[config.mk]
export PLATFORM = sky130hd
export DESIGN_NAME = rqt_queue
export DESIGN_NICKNAME = d
export VERILOG_FILES = /design/src/hdl/rqt_pkg.sv /design/src/hdl/rqt_queue.sv
export SDC_FILE = /design/constraint.sdc
export NUM_CORES = 1
export LEC_CHECK = 0
export BUFFER_PORTS_ARGS = -buffer_cell sky130_fd_sc_hd__buf_2
export CORE_MARGIN = 2
export CORE_UTILIZATION = 45
export CTS_CLUSTER_DIAMETER = 120
export CTS_CLUSTER_SIZE = 8
export DETAILED_ROUTE_END_ITERATION = 12
export GPL_TIMING_DRIVEN = 0
export MAX_ROUTING_LAYER = met4
export PLACE_DENSITY = 0.71
export SETUP_SLACK_MARGIN = 0.1
export SYNTH_ARGS = -nofsm -noshare
export SYNTH_HDL_FRONTEND = slang
export SYNTH_SLANG_ARGS = --single-unit
[constraint.sdc]
create_clock -name aclk -period 2.7 [get_ports aclk]
set_input_delay 0.54 -clock aclk [delete_from_list [all_inputs] [get_ports aclk]]
set_output_delay 0.54 -clock aclk [all_outputs]
set_load 0.1 [all_outputs]
[src/hdl/rqt_pkg.sv]
// Types, constants and datapath step functions of the matrix-to-quaternion block.
package rqt_pkg;

    localparam int FRAC_BITS = 14;
    localparam int SQ_SHIFT  = FRAC_BITS - 2;
    localparam int SQ_STEPS  = 15;
    localparam int DIV_STEPS = 16;
    localparam int N_STAGES  = SQ_STEPS + 1 + DIV_STEPS + 1;
    localparam int N_LANES   = 3;

    localparam logic signed [15:0] ONE_Q   = 16'sd16384;
    localparam logic signed [15:0] SAT_POS = 16'sh7FFF;
    localparam logic signed [15:0] SAT_NEG = 16'sh8000;

    localparam logic [1:0] PIV_W = 2'd0;
    localparam logic [1:0] PIV_X = 2'd1;
    localparam logic [1:0] PIV_Y = 2'd2;
    localparam logic [1:0] PIV_Z = 2'd3;

    typedef struct packed {
        logic signed [15:0] row0_col0;
        logic signed [15:0] row0_col1;
        logic signed [15:0] row0_col2;
        logic signed [15:0] row1_col0;
        logic signed [15:0] row1_col1;
        logic signed [15:0] row1_col2;
        logic signed [15:0] row2_col0;
        logic signed [15:0] row2_col1;
        logic signed [15:0] row2_col2;
    } in_item_t;

    typedef struct packed {
        logic signed [15:0] quat_w;
        logic signed [15:0] quat_x;
        logic signed [15:0] quat_y;
        logic signed [15:0] quat_z;
        logic [1:0]         pivot_index;
    } out_item_t;

    // Classified item handed from the front end to the back end.
    typedef struct packed {
        logic [16:0]                 arg;
        logic                        zero;
        logic [1:0]                  idx;
        logic [N_LANES-1:0][16:0]    mag;
        logic [N_LANES-1:0]          neg;
    } job_t;

    // One stage of the square root and divider pipeline.
    typedef struct packed {
        logic [29:0]                 n;
        logic [17:0]                 rem;
        logic [14:0]                 root;
        logic [16:0]                 dvs;
        logic [N_LANES-1:0][16:0]    mag;
        logic [N_LANES-1:0][15:0]    lo;
        logic [N_LANES-1:0][17:0]    r;
        logic [N_LANES-1:0][15:0]    q;
        logic [N_LANES-1:0]          ovf;
        logic [N_LANES-1:0]          neg;
        logic [1:0]                  idx;
        logic                        zero;
    } stage_t;

    // Stage k: square root digit, divider setup, or one quotient bit per lane.
    function automatic stage_t stage_fn(stage_t s, int k);
        stage_t      o;
        logic [17:0] sh;
        logic [17:0] trial;
        logic [17:0] dsh;
        logic [16:0] dnew;
        o = s;
        if (k < SQ_STEPS) begin
            sh    = {s.rem[15:0], s.n[29:28]};
            trial = {1'b0, s.root, 2'b01};
            o.n   = {s.n[27:0], 2'b00};
            if (sh >= trial) begin
                o.rem  = sh - trial;
                o.root = {s.root[13:0], 1'b1};
            end else begin
                o.rem  = sh;
                o.root = {s.root[13:0], 1'b0};
            end
        end else if (k == SQ_STEPS) begin
            dnew  = {s.root, 2'b00};
            o.dvs = dnew;
            for (int i = 0; i < N_LANES; i++) begin
                o.ovf[i] = ({2'b00, s.mag[i][16:2]} >= dnew);
                o.r[i]   = {3'b000, s.mag[i][16:2]};
                o.lo[i]  = {s.mag[i][1:0], 14'd0};
                o.q[i]   = '0;
            end
        end else begin
            for (int i = 0; i < N_LANES; i++) begin
                dsh      = {s.r[i][16:0], s.lo[i][15]};
                o.lo[i]  = {s.lo[i][14:0], 1'b0};
                if (dsh >= {1'b0, s.dvs}) begin
                    o.r[i] = dsh - {1'b0, s.dvs};
                    o.q[i] = {s.q[i][14:0], 1'b1};
                end else begin
                    o.r[i] = dsh;
                    o.q[i] = {s.q[i][14:0], 1'b0};
                end
            end
        end
        return o;
    endfunction

    // Applies the sign to a quotient magnitude and saturates to 16 bits.
    function automatic logic signed [15:0] sat_fn(logic [15:0] q, logic ovf, logic neg);
        logic signed [15:0] v;
        if (!neg) begin
            v = (ovf || q[15]) ? SAT_POS : signed'(q);
        end else begin
            v = (ovf || (q > 16'd32768)) ? SAT_NEG : signed'(16'd0 - q);
        end
        return v;
    endfunction

endpackage

[src/hdl/rqt_queue.sv]
// Two-entry queue that decouples the front end from the back end.
module rqt_queue (
    input  logic          aclk,
    input  logic          aresetn,
    input  logic          in_valid,
    output logic          in_ready,
    input  rqt_pkg::job_t in_job,
    output logic          out_valid,
    input  logic          out_ready,
    output rqt_pkg::job_t out_job
);
    import rqt_pkg::*;

    job_t       ent_reg [2];
    logic       wr_ptr_reg, wr_ptr_next;
    logic       rd_ptr_reg, rd_ptr_next;
    logic [1:0] cnt_reg, cnt_next;
    logic       push, pop;

    assign in_ready  = (cnt_reg != 2'd2);
    assign out_valid = (cnt_reg != 2'd0);
    assign out_job   = ent_reg[rd_ptr_reg];
    assign push      = in_valid && in_ready;
    assign pop       = out_valid && out_ready;

    always_comb begin
        wr_ptr_next = push ? !wr_ptr_reg : wr_ptr_reg;
        rd_ptr_next = pop ? !rd_ptr_reg : rd_ptr_reg;
        cnt_next    = cnt_reg + 2'(push) - 2'(pop);
    end

    always_ff @(posedge aclk) begin
        if (!aresetn) begin
            wr_ptr_reg <= 1'b0;
            rd_ptr_reg <= 1'b0;
            cnt_reg    <= 2'd0;
        end else begin
            wr_ptr_reg <= wr_ptr_next;
            rd_ptr_reg <= rd_ptr_next;
            cnt_reg    <= cnt_next;
        end
    end

    always_ff @(posedge aclk) begin
        if (push) begin
            ent_reg[wr_ptr_reg] <= in_job;
        end
    end

endmodule

==> metrics.md <==
| Metric | Value |
|---|---|
| Global-route wire length before repair | `14.8 mm` |
| Crit-path leading delay family | `buffers and inverters` |
| CP Capture Type | `output port` |
| Drt wl/cell | `15.9 µm` |
| Reg-to-Reg Start | `cnt_reg[1]` |
| Share of layout cells above drive strength 1 | `43.2%` |
| Kind of critical path | `flop to output port` |
| Syn_nets | `339` |
| RD Place Congestion | `0.691` |
| Layout Nets | `514` |
| Residual DRC | `0` |
| H-Tree Depth | `4` |
| Cell depth of the worst hold path | `1` |
| Leakage | `2.72 nW` |
| Core Region | `12100 µm²` |
| Reg2reg end | `ent_reg[0][38]` |
| Fill count | `973` |
| Final worst-path cycle share | `86.5%` |
| PD cells | `1120 nW/µm²` |
| Number of buffers added on ports | `153` |
| Vias per cell | `4.79` |
| Initial antenna violation count | `0` |
| CP Data Required Time | `2160 ps` |
| Max cap viols | `0` |
| Die Footprint | `13400 µm²` |
| Synth Register Bits | `153` |
| Area Overhead vs Synth | `27.8%` |
| N_diodes | `0` |
| Most frequent cells in the layout | `buf_2 (154), edfxtp_1 (148), mux2_1 (74)` |
| Cells along the critical path | `buf_4 -> buf_6 -> mux2_1 -> buf_2` |
| Min Tclk post-route | `2340 ps` |
| R2R Setup Slk | `850 ps` |
| Initial core utilization | `46.5%` |
| Drt first pass iters | `4` |
| Final slew viol count | `0` |
| Num CTS Buffers | `17` |
| Status | `complete, no violations` |
| Setup bufs post-CTS | `0` |
| Setup ws final | `364 ps` |
| Mean post-synth cell area | `21.6 µm²` |
| Worst slack at placement | `669 ps` |
| Total Routing Usage GR | `15.7%` |
| Max stage delay on crit path | `360 ps` |
| Final Power | `8.06 mW` |
| Worst slew margin | `64.7%` |
| Iter 0 DRT Violations | `192` |
| Yosys warns | `0` |
| Final Hold Fails | `0` |
| Clock Skew | `7.68 ps` |
| Clock Path Buffers | `2` |
| Final Util | `59.4%` |
| Critical path endpoint | `out_job[54]` |
| Setup TNS | `0 ps` |
| Startpoint Class | `flop` |
| Vias in the first global route | `3014` |
| TritonCTS clock tree | `done` |
| Synth Cell Area | `5630 µm²` |
| Post-detail-place hpwl | `6.59 mm` |
| Die width | `116 µm` |
| Worst min path class | `input port to flop` |
| Clk_lat worst skew | `410 ps` |
| Max reg flops | `148` |
| Drt total wl | `9.80 mm` |
| GRT overflow | `0` |
| CP max stage cell | `mux2_1` |
| Hold_buf cts | `0` |
| Cells on worst reg2reg path | `4` |
| Clock root cell | `clkbuf_16` |
| Max Freq | `428 MHz` |
| Worst endpoint data arrival time | `1800 ps` |
| ANT nets after route | `0` |
| Buf/Inv on CP | `3` |
| Commonest non-fill, non-tap cell in the layout | `buf_2` |
| Worst VDD drop | `0.527 mV` |
| Final Setup Violations | `0` |
| RSZ-0062 raised after global routing | `false` |
| Sequential area share after synthesis | `80.7%` |
| Fin Hold WS | `312 ps` |
| Unique masters post-synth | `26` |
| Sink Count | `153` |
| Die H | `116 µm` |
| Post_cts resized | `0` |
| Io pins | `154` |
| Levels on crit path | `4` |
| Crit Path Max Fanout | `10` |
| Largest net degree at the start of global routing | `50` |
| Placement row count | `40` |
| Worst-Margin Slew | `528 ps` |
| Via count | `2945` |
| Clock slew seen by the registers of the worst setup and hold paths | `60 ps` |
| Cell count after synthesis | `260` |
-- cell type report --
class | instances | area [µm²] | area share (%)
flip-flops and latches | 153 | 4540 | 63.2
multi-input cells | 97 | 1010 | 14.0
repair buffers | 156 | 841 | 11.7
clock buffers | 20 | 437 | 6.07
well taps | 168 | 210 | 2.92
plain buffers | 8 | 80.1 | 1.11
clock inverters | 11 | 58.8 | 0.818
inverters | 2 | 11.3 | 0.157
-- cell families (layout without fill, tap and decap cells) --
group	count (synthesis)	after routing	synth area share, %
buffers and inverters	10	197	1.56
multiplexers	74	74	14.8
XOR/XNOR	1	1	0.156
AO/OA/AOI/OAI	6	6	0.778
adder cells (fa/ha/maj)	1	1	0.222
flip-flops	153	153	80.7
AND/OR/NAND/NOR	15	15	1.73
-- through the flow --
step / instances / area [µm²]
floorplan: 260 / 5640
global placement: 581 / 6620
detailed placement: 584 / 6700
CTS: 615 / 7190
global route: 615 / 7190
finish: 615 / 7190
-- routing by layer --
metal,up-vias,track usage [%],share of wire (%)
li1,1381,-,-
met4,0,8.73,2.1
met3,18,4.65,7.1
met5,-,-,0
met2,120,25.1,49
met1,1426,17.9,42
-- synthesized netlist by cell type --
master / number / share of area (%)
and2_1: 1 / 0.11
o31a_1: 1 / 0.16
and3_1: 2 / 0.22
o21ai_1: 1 / 0.089
or2_2: 1 / 0.11
o21ba_1: 1 / 0.18
nand3b_1: 1 / 0.13
nand2b_1: 1 / 0.11
a21oi_1: 1 / 0.089
a21bo_1: 1 / 0.18
buf_4: 1 / 0.13
ha_1: 1 / 0.22
nor2_1: 4 / 0.27
mux2_1: 74 / 15
nand3_1: 1 / 0.089
inv_1: 2 / 0.13
nor3_2: 1 / 0.18
edfxtp_1: 148 / 79
xor2_1: 1 / 0.16
nor2b_1: 1 / 0.11
nor4bb_2: 1 / 0.29
buf_2: 1 / 0.089
o21ai_0: 1 / 0.089
dfxtp_1: 5 / 1.8
buf_6: 6 / 1.2
nor4_1: 1 / 0.11
-- power breakdown --
part           switching (mW)  internal (mW)  total [mW]
Combinational            2.58          0.556        3.13
Clock                   0.836           1.15        1.98
Sequential             0.0595           2.88        2.94
Total                    3.47           4.58        8.06
-- how the worst min path moves through the flow --
stage / startpoint / end / slack (ps)
after detailed placement: rd_ptr_reg / flop / 490
after CTS: in_job[55] / ent_reg[1][55] / 290
after floorplan: rd_ptr_reg / flop / 470
after global placement: rd_ptr_reg / rd_ptr_reg / 490
final: in_job[54] / ent_reg[1][54] / 310
after global routing: in_job[47] / ent_reg[1][47] / 300
No activity file was read; power rests on OpenSTA's default activity.
