### src/hdl/rqt_pkg.sv
// Types, constants and datapath step functions of the matrix-to-quaternion block.
package rqt_pkg;

    localparam int FRAC_BITS = 14;
    localparam int SQ_SHIFT  = FRAC_BITS - 2;
    localparam int SQ_STEPS  = 15;
    localparam int DIV_STEPS = 16;
    localparam int N_STAGES  = SQ_STEPS + 1 + DIV_STEPS + 1;
    localparam int N_LANES   = 3;

    localparam logic signed [15:0] ONE_Q   = 16'sd16384;
    localparam logic signed [15:0] SAT_POS = 16'sh7FFF;
    localparam logic signed [15:0] SAT_NEG = 16'sh8000;

    localparam logic [1:0] PIV_W = 2'd0;
    localparam logic [1:0] PIV_X = 2'd1;
    localparam logic [1:0] PIV_Y = 2'd2;
    localparam logic [1:0] PIV_Z = 2'd3;

    typedef struct packed {
        logic signed [15:0] row0_col0;
        logic signed [15:0] row0_col1;
        logic signed [15:0] row0_col2;
        logic signed [15:0] row1_col0;
        logic signed [15:0] row1_col1;
        logic signed [15:0] row1_col2;
        logic signed [15:0] row2_col0;
        logic signed [15:0] row2_col1;
        logic signed [15:0] row2_col2;
    } in_item_t;

    typedef struct packed {
        logic signed [15:0] quat_w;
        logic signed [15:0] quat_x;
        logic signed [15:0] quat_y;
        logic signed [15:0] quat_z;
        logic [1:0]         pivot_index;
    } out_item_t;

    // Classified item handed from the front end to the back end.
    typedef struct packed {
        logic [16:0]                 arg;
        logic                        zero;
        logic [1:0]                  idx;
        logic [N_LANES-1:0][16:0]    mag;
        logic [N_LANES-1:0]          neg;
    } job_t;

    // One stage of the square root and divider pipeline.
    typedef struct packed {
        logic [29:0]                 n;
        logic [17:0]                 rem;
        logic [14:0]                 root;
        logic [16:0]                 dvs;
        logic [N_LANES-1:0][16:0]    mag;
        logic [N_LANES-1:0][15:0]    lo;
        logic [N_LANES-1:0][17:0]    r;
        logic [N_LANES-1:0][15:0]    q;
        logic [N_LANES-1:0]          ovf;
        logic [N_LANES-1:0]          neg;
        logic [1:0]                  idx;
        logic                        zero;
    } stage_t;

    // Stage k: square root digit, divider setup, or one quotient bit per lane.
    function automatic stage_t stage_fn(stage_t s, int k);
        stage_t      o;
        logic [17:0] sh;
        logic [17:0] trial;
        logic [17:0] dsh;
        logic [16:0] dnew;
        o = s;
        if (k < SQ_STEPS) begin
            sh    = {s.rem[15:0], s.n[29:28]};
            trial = {1'b0, s.root, 2'b01};
            o.n   = {s.n[27:0], 2'b00};
            if (sh >= trial) begin
                o.rem  = sh - trial;
                o.root = {s.root[13:0], 1'b1};
            end else begin
                o.rem  = sh;
                o.root = {s.root[13:0], 1'b0};
            end
        end else if (k == SQ_STEPS) begin
            dnew  = {s.root, 2'b00};
            o.dvs = dnew;
            for (int i = 0; i < N_LANES; i++) begin
                o.ovf[i] = ({2'b00, s.mag[i][16:2]} >= dnew);
                o.r[i]   = {3'b000, s.mag[i][16:2]};
                o.lo[i]  = {s.mag[i][1:0], 14'd0};
                o.q[i]   = '0;
            end
        end else begin
            for (int i = 0; i < N_LANES; i++) begin
                dsh      = {s.r[i][16:0], s.lo[i][15]};
                o.lo[i]  = {s.lo[i][14:0], 1'b0};
                if (dsh >= {1'b0, s.dvs}) begin
                    o.r[i] = dsh - {1'b0, s.dvs};
                    o.q[i] = {s.q[i][14:0], 1'b1};
                end else begin
                    o.r[i] = dsh;
                    o.q[i] = {s.q[i][14:0], 1'b0};
                end
            end
        end
        return o;
    endfunction

    // Applies the sign to a quotient magnitude and saturates to 16 bits.
    function automatic logic signed [15:0] sat_fn(logic [15:0] q, logic ovf, logic neg);
        logic signed [15:0] v;
        if (!neg) begin
            v = (ovf || q[15]) ? SAT_POS : signed'(q);
        end else begin
            v = (ovf || (q > 16'd32768)) ? SAT_NEG : signed'(16'd0 - q);
        end
        return v;
    endfunction

endpackage

### src/hdl/rqt_front.sv
// Front end: forms the trace combinations, picks the pivot and the off-diagonal terms.
module rqt_front (
    input  logic              aclk,
    input  logic              aresetn,
    input  logic              s_valid,
    output logic              s_ready,
    input  rqt_pkg::in_item_t s_payload,
    output logic              job_valid,
    input  logic              job_ready,
    output rqt_pkg::job_t     job
);
    import rqt_pkg::*;

    logic               fv_reg;
    job_t               job_reg;
    job_t               job_next;
    logic signed [17:0] e11, e22, e33;
    logic signed [17:0] t0, t1, t2, t3, best;
    logic signed [18:0] argw;
    logic [1:0]         idx;
    logic signed [16:0] d23, s23, d31, s31, d12, s12;
    logic signed [16:0] sv [N_LANES];

    assign s_ready   = !fv_reg || job_ready;
    assign job_valid = fv_reg;
    assign job       = job_reg;

    assign e11 = 18'(s_payload.row0_col0);
    assign e22 = 18'(s_payload.row1_col1);
    assign e33 = 18'(s_payload.row2_col2);
    assign t0  = e11 + e22 + e33;
    assign t1  = e11 - e22 - e33;
    assign t2  = e22 - e11 - e33;
    assign t3  = e33 - e11 - e22;

    assign d23 = 17'(s_payload.row1_col2) - 17'(s_payload.row2_col1);
    assign s23 = 17'(s_payload.row1_col2) + 17'(s_payload.row2_col1);
    assign d31 = 17'(s_payload.row2_col0) - 17'(s_payload.row0_col2);
    assign s31 = 17'(s_payload.row2_col0) + 17'(s_payload.row0_col2);
    assign d12 = 17'(s_payload.row0_col1) - 17'(s_payload.row1_col0);
    assign s12 = 17'(s_payload.row0_col1) + 17'(s_payload.row1_col0);

    // Ties keep the earlier component.
    always_comb begin
        best = t0;
        idx  = PIV_W;
        if (t1 > best) begin
            best = t1;
            idx  = PIV_X;
        end
        if (t2 > best) begin
            best = t2;
            idx  = PIV_Y;
        end
        if (t3 > best) begin
            best = t3;
            idx  = PIV_Z;
        end
    end

    assign argw = 19'(best) + 19'(ONE_Q);

    always_comb begin
        unique case (idx)
            PIV_W: begin
                sv[0] = d23; sv[1] = d31; sv[2] = d12;
            end
            PIV_X: begin
                sv[0] = d23; sv[1] = s12; sv[2] = s31;
            end
            PIV_Y: begin
                sv[0] = d31; sv[1] = s12; sv[2] = s23;
            end
            PIV_Z: begin
                sv[0] = d12; sv[1] = s31; sv[2] = s23;
            end
            default: begin
                sv[0] = d23; sv[1] = d31; sv[2] = d12;
            end
        endcase
    end

    always_comb begin
        job_next.arg  = argw[18] ? 17'd0 : argw[16:0];
        job_next.zero = argw[18] || (argw == 19'sd0);
        job_next.idx  = idx;
        for (int i = 0; i < N_LANES; i++) begin
            job_next.neg[i] = sv[i][16];
            job_next.mag[i] = sv[i][16] ? 17'(-sv[i]) : 17'(sv[i]);
        end
    end

    always_ff @(posedge aclk) begin
        if (!aresetn) begin
            fv_reg <= 1'b0;
        end else if (s_ready) begin
            fv_reg <= s_valid;
        end
    end

    always_ff @(posedge aclk) begin
        if (s_valid && s_ready) begin
            job_reg <= job_next;
        end
    end

endmodule

### config.mk
export PLATFORM = sky130hd
export DESIGN_NAME = rqt_front
export DESIGN_NICKNAME = d
export VERILOG_FILES = /design/src/hdl/rqt_pkg.sv /design/src/hdl/rqt_front.sv
export SDC_FILE = /design/constraint.sdc
export NUM_CORES = 1
export LEC_CHECK = 0
export ABC_AREA = 1
export ABC_CLOCK_PERIOD_IN_PS = 31300
export BUFFER_PORTS_ARGS = -buffer_cell sky130_fd_sc_hd__clkbuf_2
export CAP_MARGIN = 20
export CORE_ASPECT_RATIO = 0.8
export CORE_MARGIN = 2
export CORE_UTILIZATION = 65
export DETAILED_ROUTE_END_ITERATION = 10
export GPL_ROUTABILITY_DRIVEN = 0
export PLACE_DENSITY = 0.89
export SLEW_MARGIN = 25
export SYNTH_ARGS = -nofsm -noshare
export SYNTH_HDL_FRONTEND = slang
export SYNTH_SLANG_ARGS = --single-unit
### constraint.sdc
create_clock -name aclk -period 31.3 [get_ports aclk]
set_input_delay 6.26 -clock aclk [delete_from_list [all_inputs] [get_ports aclk]]
set_output_delay 6.26 -clock aclk [all_outputs]
set_load 0.05 [all_outputs]
==> out/results.ini, run 1 <==
[detailed_routing]
drt_pre_antenna_iters = 7
postRouteAntennaNets = 0
drt-total-wl_um = 44000
vias_per_cell = 5.73
via_count = 15299
post-route-drc-count = 0
wl_per_cell_um = 16.5
drt_iter0_drc = 2113

[sta]
hold_violations = 0
final.setup.tns_ps = 0
drv_slew = 0
setup_viol = 0
finClkSkew_ps = 6.05
fmax_mhz = 60.9
slew_headroom_pct = 37.0
worstMarginPinSlew_ps = 945
fin_crit_sh_pct = 52.5
rsz0062_at_grt = no
fin_crit_ps = 16420

[global_routing]
antenna_found_initial = 0
grt_pass1_wl_um = 69400
grt_pass1_vias = 13948
grtUsageTotal_pct = 35.2
grt_max_degree = 75
grt_remaining_overflow = 0

[worst_setup_path]
critPathSlowestCell = fa_1
r2r-start = job_valid
crit_start = s_payload[2]
crit_path_end_kind = flop
cp_max_fo = 63
worstRegToRegCells = 2
crit_type = in -> reg
crit_end = job[17]
crit_top_cell = nand2_1
r2r_slack_ps = 29660
reg2reg_to = job[47]
arrival_ps = 16510
critPathLaunchType = input pin
max_stage_delay_ps = 610
worst_ep_required_time_ps = 31380

[synthesis]
ys_seq_area_share_pct = 14.8
synthesis.nets = 2592
ys_ff_latch = 75
async_reset_ff_share_pct = 0
netlist_area_um2 = 15100
synth_top_area_share_pct = 17.7
syn_inst = 2159
ys.flop_type = edfxtp_1
ys.warnings.count = 0
ys_types = 52
netlist_top_cells_area = ha_1 (18%), edfxtp_1 (15%), nand2_1 (12%)
synth_edf_count = 74
synth_top_area_cell = ha_1
synth.avg_cell_area_um2 = 7.01

[floorplanning]
ioPinCount = 224
die_y_um = 140
initial_utilization_pct = 66.7
die-area_um2 = 24500
num_rows = 49
die-width_um = 175
core-area_um2 = 22700

[placement]
dpl.cell_count = 2656
io_buffers = 223
dp_hpwl_um = 37300

[min_path]
hold_class = reg -> reg

[layout]
regArea_um2 = 2240
nets = 2794
n_antenna_cell = 0
syn2layout_area_growth_pct = 10.9
largest_reg_flops = 74
multi_input_area_um2 = 11200
final_common_cell = nand2_1
mostFrequentLayoutCells = nand2_1 (481), inv_1 (372), clkbuf_2 (223), ha_1 (214), nor2_1 (183)
instances_no_fill = 2672
n_fill_cell = 1739
layout-drive-gt1-share_pct = 13.3

[clock_tree]
cts_buffer_depth = 2
cts_root_buf = clkbuf_16
htreeDepth = 3
cts_resized = 0
cts_setup_buffers = 0
cts_tree = yes
cts.sinks = 75
hold_buffers = 0
clk_pin_slew_ps = 60
cts-buffers-inserted = 9
clk_latency_ps = 340

[flow_run]
maxCapViolations = 0

[run_status]
outcome = complete, no violations

[metrics by stage]
step / hold WS [ps] / utilization, % / cell area [µm²] / worst slack, ps
after CTS: 605 / 73.9 / 16800 / 14920
after global placement: 580 / 72.5 / 16500 / 15000
after detailed placement: 598 / 72.5 / 16500 / 14600
after floorplan: 1110 / - / 15100 / 16400
after global routing: 642 / 74.0 / 16800 / 13820
final: 595 / 74.0 / 16800 / 14880
[cell type report]
type                       count  area share (%)
multi-input combinational   1658            67.0
sequential                    75            13.4
inverter                     392            8.77
timing repair buffer         225            6.74
tap                          306            2.28
clock buffer                   9            1.34
clock inverter                 7           0.544
[metal layers]
| metal | wire length, µm | vias up | global-route usage [%] | share of wire, % |
|---|---|---|---|---|
| li1 | - | 7312 | - | - |
| met1 | 18400 | 6897 | 52.3 | 42 |
| met2 | 18200 | 1013 | 52.8 | 41 |
| met3 | 6690 | 77 | 7.98 | 15 |
| met4 | 718 | 0 | 6.18 | 1.6 |
| met5 | 0 | - | 0 | 0 |
[cell families (layout without fill, tap and decap cells)]
kind of cell	count (synthesis)	count (layout)	synth area share [%]
adder cells (fa/ha/maj)	285	285	27.1
buffers and inverters	426	633	11.1
AND/OR/NAND/NOR	898	898	25.9
AO/OA/AOI/OAI	328	328	12.6
XOR/XNOR	147	147	8.51
flip-flops	75	75	14.8
[worst min path at each step]
stage,from,to,slack [ps],cells after the start
floorplan,job_valid,job_valid,1110,2
global placement,job_valid,job_valid,580,2
detailed placement,job_valid,job_valid,600,2
CTS,job_valid,job_valid,600,2
global route,job_valid,job_valid,640,2
finish,job_valid,job_valid,590,2
[Yosys cell counts (all sizes together), types with 4 or more instances]
master and number:
a21o 12, ha 214, buf 19, o21ai 94, nor3 10, edfxtp 74, and2 5, a211oi 6
nand3b 10, or2 19, o211ai 21, fa 71, nor2 199, nand2 496, clkbuf 15, inv 389
xnor2 28, nand3 114, a21oi 132, nand4 39, o21bai 36, a31oi 6, nor4 4, a22oi 7
o31ai 4, o22ai 4, xor2 119
[worst max-delay path: cells and delay by family]
family / cells / cell delay [ps]
and+or+nand+nor: 29 / 3890
AOI/OAI and AO/OA: 15 / 3060
adders and majority gates: 6 / 2070
buffers and inverters: 5 / 800
xor gates and xnor gates: 2 / 370
Power of run 1 is not shown: default switching activity piles up to over one toggle a cycle in this logic, so the estimate is an artifact.
==> run 2, diff against run 1 <==
- ABC_CLOCK_PERIOD_IN_PS: 31300 -> 15200
- CORE_UTILIZATION: 65 -> 60
- PLACE_DENSITY: 0.89 -> 0.83
- clock period: 31.3 -> 15.2 ns (I/O delays scaled with it)
==> out/results.ini, run 2 (synthesized netlist as in run 1, its figures left out) <==
[floorplanning]
die_y_um = 146  ; was 140 µm
initial_utilization_pct = 61.6  ; was 66.7%
die-width_um = 182  ; was 175 µm
ioPinCount = 224  ; unchanged
core-area_um2 = 24600  ; was 22700 µm²
die-area_um2 = 26500  ; was 24500 µm²
num_rows = 51  ; was 49

[layout]
multi_input_area_um2 = 11200  ; unchanged
syn2layout_area_growth_pct = 10.8  ; was 10.9%
regArea_um2 = 2240  ; unchanged
largest_reg_flops = 74  ; unchanged
design_area_um2 = 16800  ; about the same
instances_no_fill = 2684  ; was 2672
nets = 2794  ; unchanged
final_common_cell = nand2_1  ; unchanged
mostFrequentLayoutCells = nand2_1 (481), inv_1 (372), clkbuf_2 (223), ha_1 (214), nor2_1 (183)  ; unchanged
layout-drive-gt1-share_pct = 13.3  ; about the same
n_fill_cell = 2071  ; was 1739
n_antenna_cell = 0  ; unchanged

[sta]
rsz0062_at_grt = no  ; unchanged
fin_crit_sh_pct = 86.0
setup_viol = 0  ; unchanged
fmax_mhz = 76.5
worstMarginPinSlew_ps = 909  ; was 945 ps
fin_crit_ps = 13070
finClkSkew_ps = 5.58  ; was 6.05 ps
slew_headroom_pct = 39.4  ; was 37.0%
final.setup.tns_ps = 0  ; unchanged
hold_ws_ps = 601  ; was 595 ps
hold_violations = 0  ; unchanged
drv_slew = 0  ; unchanged

[global_routing]
antenna_found_initial = 0  ; unchanged
grt_max_degree = 75  ; unchanged
grt_remaining_overflow = 0  ; unchanged
grt_pass1_vias = 13795  ; was 13948
grt_pass1_wl_um = 69000  ; was 69400 µm
grtUsageTotal_pct = 32.2  ; was 35.2%

[clock_tree]
cts_root_buf = clkbuf_16  ; unchanged
cts_tree = yes  ; unchanged
cts.sinks = 75  ; unchanged
cts_buffer_depth = 2  ; unchanged
clk_pin_slew_ps = 60  ; about the same
cts-buffers-inserted = 9  ; unchanged
cts_setup_buffers = 0  ; unchanged
cts_resized = 0  ; unchanged
clk_latency_ps = 330  ; was 340 ps
hold_buffers = 0  ; unchanged
htreeDepth = 3  ; unchanged

[worst_setup_path]
worst_ep_required_time_ps = 15290  ; was 31380 ps
arrival_ps = 13150  ; was 16510 ps
cp_max_fo = 63  ; unchanged
crit_top_cell = nand2_1  ; unchanged
crit_type = in -> reg  ; unchanged
max_stage_delay_ps = 530  ; was 610 ps
critPathLaunchType = input pin  ; unchanged
critPathSlowestCell = fa_1  ; unchanged
crit_path_end_kind = flop  ; unchanged

[placement]
dp_hpwl_um = 37600  ; was 37300 µm
placed_area_um2 = 16500  ; about the same
dpl.cell_count = 2668  ; was 2656
io_buffers = 223  ; unchanged

[detailed_routing]
postRouteAntennaNets = 0  ; unchanged
drt_iter0_drc = 1950  ; was 2113
via_count = 15214  ; was 15299
vias_per_cell = 5.67  ; was 5.73
post-route-drc-count = 0  ; unchanged
wl_per_cell_um = 16.2  ; was 16.5 µm
drt_pre_antenna_iters = 6  ; was 7
drt-total-wl_um = 43500  ; was 44000 µm

[min_path]
hold_class = reg -> reg  ; unchanged

[run_status]
outcome = complete, no violations  ; unchanged

[flow_run]
maxCapViolations = 0  ; unchanged

[run 2: path summary, 6_finish.rpt]
path,from,end,slack (ps),depth (start not counted)
setup / recovery,s_payload[1],job[13],2140,58
hold / removal,job_valid,job_valid,600,2
setup reg to reg,job_valid,job[50],13580,2
hold reg to reg,job_valid,job_valid,600,2
[run 2: area by class of cell]
| type | count | area share (%) |
|---|---|---|
| Multi-Input combinational cell | 1658 | 67.0 |
| Sequential cell | 75 | 13.4 |
| Inverter | 392 | 8.78 |
| Timing Repair Buffer | 225 | 6.75 |
| Tap cell | 318 | 2.37 |
| Clock buffer | 12 | 1.53 |
| Clock inverter | 4 | 0.157 |
[run 2: worst max-delay path: cells and delay by family]
| kind | cells | cell delay, ps |
|---|---|---|
| adders and majority gates | 7 | 2370 |
| xor gates and xnor gates | 3 | 540 |
| buffers and inverters | 7 | 570 |
| and+or+nand+nor | 28 | 4130 |
| AOI/OAI and AO/OA | 13 | 2470 |
[run 2: routing by layer]
metal	GRT usage, %	routed length (µm)	vias up
li1	-	-	7318
met1	49.8	19500	6912
met2	47.3	17400	940
met3	6.54	6180	44
met4	4.11	454	0
met5	0	0	-
[run 2: through the flow]
| stage | util, % | setup WS [ps] |
|---|---|---|
| after detailed placement | 67.0 | 1660 |
| after floorplan | - | 3520 |
| final | 68.2 | 2140 |
| after global placement | 67.0 | 2070 |
| after global routing | 68.2 | 1150 |
| after CTS | 68.2 | 1970 |
Power of run 2 is left out for the same reason.
==> run 3, diff against run 2 <==
- CORE_ASPECT_RATIO: 0.8 -> not set
==> out/results.ini, run 3 (synthesized netlist as in run 1, its figures left out) <==
[run_status]
outcome = complete, no violations  ; unchanged

[worst_setup_path]
r2r_slack_ps = 13590  ; was 13580 ps
max_stage_delay_ps = 540  ; was 530 ps
crit_end = job[17]  ; was job[13]
cp_max_fo = 63  ; unchanged
worst_ep_required_time_ps = 15290  ; about the same
worst-path-stages = 55  ; was 58
worstRegToRegCells = 2  ; unchanged
crit_type = in -> reg  ; unchanged
critPathTopFamily = simple AND/OR/NAND/NOR gates  ; unchanged
critPathSlowestCell = fa_1  ; unchanged
arrival_ps = 13200  ; was 13150 ps
crit_buf_inv = 7  ; unchanged
reg2reg_to = job[26]  ; was job[50]
crit_start = s_payload[1]  ; unchanged
r2r-start = job_valid  ; unchanged
critPathLaunchType = input pin  ; unchanged
crit_path_end_kind = flop  ; unchanged
crit_top_cell = nand2_1  ; unchanged

[sta]
slew_headroom_pct = 38.7  ; was 39.4%
finClkSkew_ps = 5.31  ; was 5.58 ps
fmax_mhz = 76.3  ; was 76.5 MHz
fin_crit_ps = 13110  ; was 13070 ps
drv_slew = 0  ; unchanged
final.setup.tns_ps = 0  ; unchanged
rsz0062_at_grt = no  ; unchanged
worstMarginPinSlew_ps = 919  ; was 909 ps
hold_violations = 0  ; unchanged
setup_viol = 0  ; unchanged
fin_crit_sh_pct = 86.3  ; was 86.0%

[global_routing]
grtUsageTotal_pct = 31.0  ; was 32.2%
antenna_found_initial = 0  ; unchanged
grt_pass1_wl_um = 66300  ; was 69000 µm
grt_pass1_vias = 13847  ; was 13795
grt_max_degree = 75  ; unchanged
grt_remaining_overflow = 0  ; unchanged

[layout]
mostFrequentLayoutCells = nand2_1 (481), inv_1 (372), clkbuf_2 (223), ha_1 (214), nor2_1 (183)  ; unchanged
nets = 2794  ; unchanged
layout-drive-gt1-share_pct = 13.3  ; about the same
final_common_cell = nand2_1  ; unchanged
n_antenna_cell = 0  ; unchanged
largest_reg_flops = 74  ; unchanged
n_fill_cell = 2191  ; was 2071
fin_util_pct = 67.3  ; was 68.2%
syn2layout_area_growth_pct = 11.0  ; was 10.8%
instances_no_fill = 2696  ; was 2684

[clock_tree]
cts_resized = 0  ; unchanged
cts.sinks = 75  ; unchanged
clk_latency_ps = 330  ; about the same
cts-buffers-inserted = 9  ; unchanged
cts_buffer_depth = 2  ; unchanged
hold_buffers = 0  ; unchanged
cts_tree = yes  ; unchanged
clk_pin_slew_ps = 60  ; about the same
htreeDepth = 3  ; unchanged
cts_root_buf = clkbuf_16  ; unchanged
cts_setup_buffers = 0  ; unchanged

[floorplanning]
core-area_um2 = 25000  ; was 24600 µm²
die-width_um = 163  ; was 182 µm
num_rows = 58  ; was 51
initial_utilization_pct = 60.6  ; was 61.6%
die-area_um2 = 26500  ; about the same
die_y_um = 163  ; was 146 µm
ioPinCount = 224  ; unchanged

[detailed_routing]
drt_pre_antenna_iters = 8  ; was 6
postRouteAntennaNets = 0  ; unchanged
post-route-drc-count = 0  ; unchanged
wl_per_cell_um = 15.4  ; was 16.2 µm
drt-total-wl_um = 41600  ; was 43500 µm
drt_iter0_drc = 1488  ; was 1950
vias_per_cell = 5.55  ; was 5.67
via_count = 14957  ; was 15214

[placement]
dp_hpwl_um = 35700  ; was 37600 µm
io_buffers = 223  ; unchanged
dpl.cell_count = 2680  ; was 2668

[min_path]
hold_class = reg -> reg  ; unchanged
min-delay-start = job_valid  ; unchanged

[flow_run]
maxCapViolations = 0  ; unchanged

==> run 3: worst min-delay path, cell delays in order, from the launching register on <==
cell and delay (ps):
dfxtp_1 340, nand2_1 100, a21boi_0 80
==> run 3: how the worst min path moves through the flow <==
stage | end | slack (ps) | cells after the start
2_1_floorplan | job_valid | 1110 | 2
3_3_place_gp | job_valid | 540 | 2
3_5_place_dp | job_valid | 550 | 2
4_1_cts | job_valid | 570 | 2
5_1_grt | job_valid | 600 | 2
6_report | job_valid | 570 | 2
==> run 3: per-stage QoR <==
stage | hold slack, ps | worst slack [ps] | instance area (µm²)
after detailed placement | 550 | 1730 | 16500
after CTS | 570 | 2020 | 16800
final | 570 | 2090 | 16800
after floorplan | 1110 | 3520 | 15100
after global placement | 536 | 2160 | 16500
after global routing | 598 | 1180 | 16800
==> run 3: area by class of cell <==
cell class / count / area (µm²) / area share [%]
multi-input cells: 1658 / 11200 / 66.9
flip-flops and latches: 75 / 2240 / 13.4
inverters: 392 / 1470 / 8.76
repair buffers: 225 / 1130 / 6.74
well taps: 330 / 413 / 2.46
clock buffers: 12 / 246 / 1.47
clock inverters: 4 / 52.6 / 0.313
==> run 3: routing by layer <==
layer  vias up  global-route usage (%)  wire (µm)
met5         -                       0          0
met3        66                    4.15       4470
li1       7312                       -          -
met4         0                    7.44        884
met2       819                    48.5      17900
met1      6760                    45.4      18400
Power of run 3 is left out for the same reason.
